===== src/hw/rtl/bcomp_pkg.sv =====
// Shared types, register codes and constants of the barometric compensation pipeline.
// No dependencies; every other file refers to this package by scoped names.
package bcomp_pkg;

  localparam int unsigned CfgIdxW  = 2;
  localparam int unsigned CfgDataW = 64;

  typedef enum logic [CfgIdxW-1:0] {
    CfgTempCoef  = 2'd0,
    CfgPressLow  = 2'd1,
    CfgPressHigh = 2'd2,
    CfgPressNine = 2'd3
  } cfg_idx_e;

  // divider operand widths: dividend is the full 64-bit numerator, the
  // divisor magnitude comes from a 31-bit signed value
  localparam int unsigned NumW = 64;
  localparam int unsigned DenW = 31;

  localparam logic signed [32:0] FineOffset = 33'sd128000;
  localparam logic [20:0]        PressBase  = 21'd1048576;
  localparam logic [63:0]        NumScale   = 64'd3125;
  localparam logic [31:0]        TempRound  = 32'd128;
  localparam logic [63:0]        V1Bias     = 64'h0000_8000_0000_0000;

  typedef struct packed {
    logic [19:0] raw_temperature;
    logic [19:0] raw_pressure;
  } in_t;

  typedef struct packed {
    logic signed [23:0] temperature_centi;
    logic [31:0]        pressure_q24_8;
    logic               divisor_zero;
  } out_t;

  typedef struct packed {
    logic [15:0]        t1;
    logic signed [15:0] t2;
    logic signed [15:0] t3;
    logic [15:0]        p1;
    logic signed [15:0] p2;
    logic signed [15:0] p3;
    logic signed [15:0] p4;
    logic signed [15:0] p5;
    logic signed [15:0] p6;
    logic signed [15:0] p7;
    logic signed [15:0] p8;
    logic signed [15:0] p9;
  } coef_t;

  typedef struct packed {
    logic signed [31:0] fine;
    logic signed [23:0] tc;
    logic [19:0]        rp;
  } temp_res_t;

  typedef struct packed {
    logic signed [23:0] tc;
    logic               zero;
    logic               neg;
  } div_tag_t;

  localparam int unsigned TagW = $bits(div_tag_t);

  typedef struct packed {
    logic [NumW-1:0] num;
    logic [DenW-1:0] den;
    div_tag_t        tag;
  } div_in_t;

  typedef struct packed {
    logic [NumW-1:0] quo;
    div_tag_t        tag;
  } div_out_t;

endpackage


===== src/hw/rtl/bcomp_temp.sv =====
// Temperature path: four stages from raw temperature to fine value and centidegrees.
// Depends on bcomp_pkg.
module bcomp_temp (
  input  logic                  clk_i,
  input  logic                  rst_ni,
  input  logic                  en_i,
  input  logic                  valid_i,
  input  bcomp_pkg::in_t        data_i,
  input  bcomp_pkg::coef_t      coef_i,
  output logic                  valid_o,
  output bcomp_pkg::temp_res_t  data_o
);

  logic [3:0] vld_q;

  logic signed [17:0] d1_q, d1_d;
  logic signed [16:0] d2_q, d2_d;
  logic [19:0]        rp1_q, rp2_q, rp3_q;
  logic signed [33:0] m1_w, sq_w;
  logic signed [20:0] v1t_q, v1t3_q;
  logic signed [19:0] sq12_q;
  logic signed [35:0] m2_w;
  logic signed [17:0] v2t_q;
  logic signed [31:0] fine_w;
  logic [31:0]        scaled_w;
  bcomp_pkg::temp_res_t res_q, res_d;

  assign d1_d = $signed({1'b0, data_i.raw_temperature[19:3]}) - $signed({1'b0, coef_i.t1, 1'b0});
  assign d2_d = $signed({1'b0, data_i.raw_temperature[19:4]}) - $signed({1'b0, coef_i.t1});

  assign m1_w = d1_q * $signed(coef_i.t2);
  assign sq_w = d2_q * d2_q;
  assign m2_w = sq12_q * $signed(coef_i.t3);

  assign fine_w   = {{11{v1t3_q[20]}}, v1t3_q} + {{14{v2t_q[17]}}, v2t_q};
  assign scaled_w = {fine_w[29:0], 2'b00} + fine_w + bcomp_pkg::TempRound;

  always_comb begin
    res_d      = '0;
    res_d.fine = fine_w;
    res_d.tc   = scaled_w[31:8];
    res_d.rp   = rp3_q;
  end

  always_ff @(posedge clk_i or negedge rst_ni) begin
    if (!rst_ni) begin
      vld_q <= '0;
    end else if (en_i) begin
      vld_q <= {vld_q[2:0], valid_i};
    end
  end

  // 32-bit wrap then arithmetic shift is a plain bit-select of the product
  always_ff @(posedge clk_i) begin
    if (en_i) begin
      d1_q   <= d1_d;
      d2_q   <= d2_d;
      rp1_q  <= data_i.raw_pressure;
      v1t_q  <= m1_w[31:11];
      sq12_q <= sq_w[31:12];
      rp2_q  <= rp1_q;
      v1t3_q <= v1t_q;
      v2t_q  <= m2_w[31:14];
      rp3_q  <= rp2_q;
      res_q  <= res_d;
    end
  end

  assign valid_o = vld_q[3];
  assign data_o  = res_q;

endmodule


===== config.mk =====
export PLATFORM = sky130hd
export DESIGN_NAME = bcomp_temp
export DESIGN_NICKNAME = d
export VERILOG_FILES = /design/src/hw/rtl/bcomp_pkg.sv /design/src/hw/rtl/bcomp_temp.sv
export SDC_FILE = /design/constraint.sdc
export NUM_CORES = 2
export LEC_CHECK = 0
export BUFFER_PORTS_ARGS = -buffer_cell sky130_fd_sc_hd__buf_4
export CORE_MARGIN = 3
export CORE_UTILIZATION = 55
export DETAILED_ROUTE_END_ITERATION = 6
export PLACE_DENSITY = 0.74
export SLEW_MARGIN = 20
export SYNTH_ARGS = -nofsm -noshare
export SYNTH_HDL_FRONTEND = slang
export SYNTH_SLANG_ARGS = --single-unit

===== constraint.sdc =====
create_clock -name clk_i -period 13.1 [get_ports clk_i]
set_clock_uncertainty 0.1 [all_clocks]
set_input_delay 1.31 -clock clk_i [delete_from_list [all_inputs] [get_ports clk_i]]
set_output_delay 1.31 -clock clk_i [all_outputs]
set_load 0.02 [all_outputs]

==> summary.txt <==
status - completed
Iter 0 DRT Violations - 1307
Final TNS setup - 0 ns
EDFF count, synth - 218
register bit count reported by yosys - 222
Worst Setup End Kind - flip-flop
DRC - 0
Top Metal Used - met4
DR WL met2 - 40.5 mm
Post-Synth Simple-Gate Area - 11.9%
R2R setup slack - 5.95 ns
HPWL after detailed placement - 62.9 mm
Syn Inst Count - 3810
Post-Route WL - 80.9 mm
share of cells above drive strength 1 - 6.64%
post-synthesis mux area share - 0.197%
syn_nets - 5181
area leader, netlist - fa_1
first-pass GRT wire length - 138 mm
Synth Area in Compound Gates - 3.97%
Core Util, Final - 60.1%
R2R Path End - v2t_q[17]
RSZ-0062 raised after global routing - no
Boundary Pins - 313
Critical Path RT - 13.32 ns
main combinational cell family by area after synthesis - adder cells
Setup-failing EPs final - 0
Area contributors post-synth - fa_1, edfxtp_1, ha_1
Hold Path Class - reg -> reg
htree depth - 1
Reg2Reg Depth - 19
CTS Root Cell - clkbuf_16
syn avg cell area - 10.2 µm²
Hold Path Sink - v1t3_q[14]
Final WS setup - 5.82 ns
Yosys cell types - 64
sequential area share after synthesis - 17.1%
hold_sp - v1t_q[14]
via count of the first global-routing pass - 27500
GR Overflow Total - 0
largest fanout on the critical path - 11
Cell Area, Synth - 0.0388 mm²
hold path depth - 0
asr flop ratio synth - 1.80%
Wirelength per Cell - 16.7 µm
antenna violations before repair - 1
met1 WL - 32.6 mm
PostCTS Resize Cnt - 0
largest net degree at the start of global routing - 85
nets@finish - 5254
Pre-antenna DRT Iters - 5
Initial Util - 56.0%
Max Freq - 137 MHz
Tcrit/Tclk final - 55.5%
die width - 272 µm
vias per cell - 5.18
antenna-violating nets left - 0
area added between synthesis and finish - 7.27%
WS Path Type - in -> reg
total number of yosys warnings - 0
Clock Path Buffers - 3
Post-Synth XOR/XNOR Area - 3.39%
post-CTS setup buffers - 0
final hold viol count - 0
CTS clk-pin slew, worst paths - 0.06 ns
max_cap viols - 0
crit start category - primary input
Overall Global Routing Usage - 23.4%
Least-Margin Pin Slew - 0.967 ns
CTS sink cnt - 222
Core Region - 0.0693 mm²
Die H - 272 µm
vias - 25000
Worst slew margin - 35.5%
num rows - 96
Setup WS pre-CTS - 5.24 ns
Final Critical Period - 7.28 ns
area share of the largest cell type after synthesis - 42.1%
Die ar. - 0.0738 mm²
clk_lat worst skew - 0.58 ns
Crit Reg-Reg Startpoint - sq12_q[5]
Max Slew Vio Count - 0
routed wl met3 - 5.36 mm
total CTS buffers - 26
Worst Path Arrival - 7.49 ns
IO Port Bufs - 165
CTS tree - done
Primary FF master, synth - edfxtp_1
hold buffers post-CTS - 0
Final Wtd Congestion - 0.832
adder-cell share of the synthesized area - 52.4%
n_diodes - 0
[worst max path at each step]
| stage | end | depth (start not counted) | start |
|---|---|---|---|
| CTS | v1t_q[20] | 21 | coef_i[175] |
| finish | v1t_q[20] | 21 | coef_i[175] |
| global route | v1t_q[20] | 21 | coef_i[175] |
| floorplan | v2t_q[11] | 20 | coef_i[145] |
| global placement | v1t_q[20] | 21 | coef_i[175] |
| detailed placement | v1t_q[20] | 21 | coef_i[175] |
[per-stage QoR]
stage                     hold slack, ns  cells  area, µm²
after floorplan                    0.300   3810      38800
after global placement             0.300   4786      40800
after detailed placement           0.305   4786      40800
after CTS                          0.310   4831      41600
after global routing               0.314   4831      41600
final                              0.309   4831      41600
[synthesized netlist by cell type, types with 5 or more instances]
cell	n
a211o_1	5
a211oi_1	9
a21o_1	34
a21oi_1	65
and2_1	317
and3_1	11
buf_4	16
clkbuf_1	127
edfxtp_1	218
fa_1	816
ha_1	319
inv_1	984
mux2_2	5
nand2_1	412
nand2b_1	14
nand3_1	18
nand4_1	7
nor2_1	102
nor2b_1	27
nor3_1	19
o211ai_1	5
o21a_1	14
o21ai_0	23
o21ai_1	5
o21bai_1	10
o31ai_1	5
or3_1	6
xnor2_1	120
xor2_1	30
[cell usage in the layout, fill, tap and decap left out, types with 4 or more instances in the layout]
master | Yosys | routed
inv_1 | 984 | 984
fa_1 | 816 | 816
nand2_1 | 412 | 412
ha_1 | 319 | 319
and2_1 | 317 | 317
edfxtp_1 | 218 | 218
buf_4 | 16 | 189
xnor2_1 | 120 | 120
nor2_1 | 102 | 102
a21oi_1 | 65 | 65
a21o_1 | 34 | 34
xor2_1 | 30 | 30
nor2b_1 | 27 | 27
clkbuf_16 | 0 | 26
o21ai_0 | 23 | 23
nor3_1 | 19 | 19
nand3_1 | 18 | 18
o21a_1 | 14 | 14
nand2b_1 | 14 | 14
and3_1 | 11 | 11
o21bai_1 | 10 | 10
a211oi_1 | 9 | 9
nand4_1 | 7 | 7
or3_1 | 6 | 6
clkinv_1 | 1 | 5
o21ai_1 | 5 | 5
o211ai_1 | 5 | 5
a211o_1 | 5 | 5
o31ai_1 | 5 | 5
mux2_2 | 5 | 5
a31o_2 | 4 | 4
a2111oi_2 | 4 | 4
a21boi_0 | 4 | 4
clkinv_2 | 0 | 4
clkinvlp_4 | 0 | 4
dfrtp_1 | 4 | 4
[metal layers]
layer  GRT usage, %  up-vias
li1               -    11400
met1           30.5    12700
met2           40.9      719
met3           3.39      148
met4           6.57        0
met5              0        -
[sequential cells by signal, summed over array words and instances (netlist names)]
| register | cells |
|---|---|
| d1_q | 18 |
| data_o | 60 |
| rp1_q | 20 |
| rp2_q | 20 |
| rp3_q | 20 |
| sq12_q | 20 |
| v1t3_q | 21 |
| v1t_q | 21 |
| v2t_q | 18 |
| vld_q | 4 |
[cells by family after synthesis]
kind of cell,count (synthesis)
adder cells (fa/ha/maj),1135
buffers and inverters,1130
XOR/XNOR,150
AND/OR/NAND/NOR,947
AO/OA/AOI/OAI,219
multiplexers,7
flip-flops,222
[worst max-delay path, stage by stage]
cell      delay [ns]
buf_4           0.17
inv_1           0.51
nor2_1          0.12
fa_1            0.54
fa_1            0.44
fa_1            0.54
fa_1            0.43
fa_1            0.50
inv_1           0.05
fa_1            0.47
inv_1           0.04
ha_1            0.33
a21o_1          0.20
a21oi_1         0.15
a21boi_0        0.11
a211o_1         0.31
a31oi_4         0.24
a21oi_2         0.18
a31o_1          0.29
a311oi_2        0.29
xnor2_1         0.27
[area by class of cell]
| cell class | instances | area [µm²] |
|---|---|---|
| Timing Repair Buffer | 190 | 1430 |
| Clock buffer | 26 | 651 |
| Sequential cell | 222 | 6650 |
| Fill cell | 5756 | 27700 |
| Inverter | 985 | 3700 |
| Clock inverter | 19 | 179 |
| Tap cell | 931 | 1160 |
| Multi-Input combinational cell | 2458 | 27900 |
Power is not shown: default switching activity piles up to over one toggle a cycle in this logic, so the estimate is an artifact.
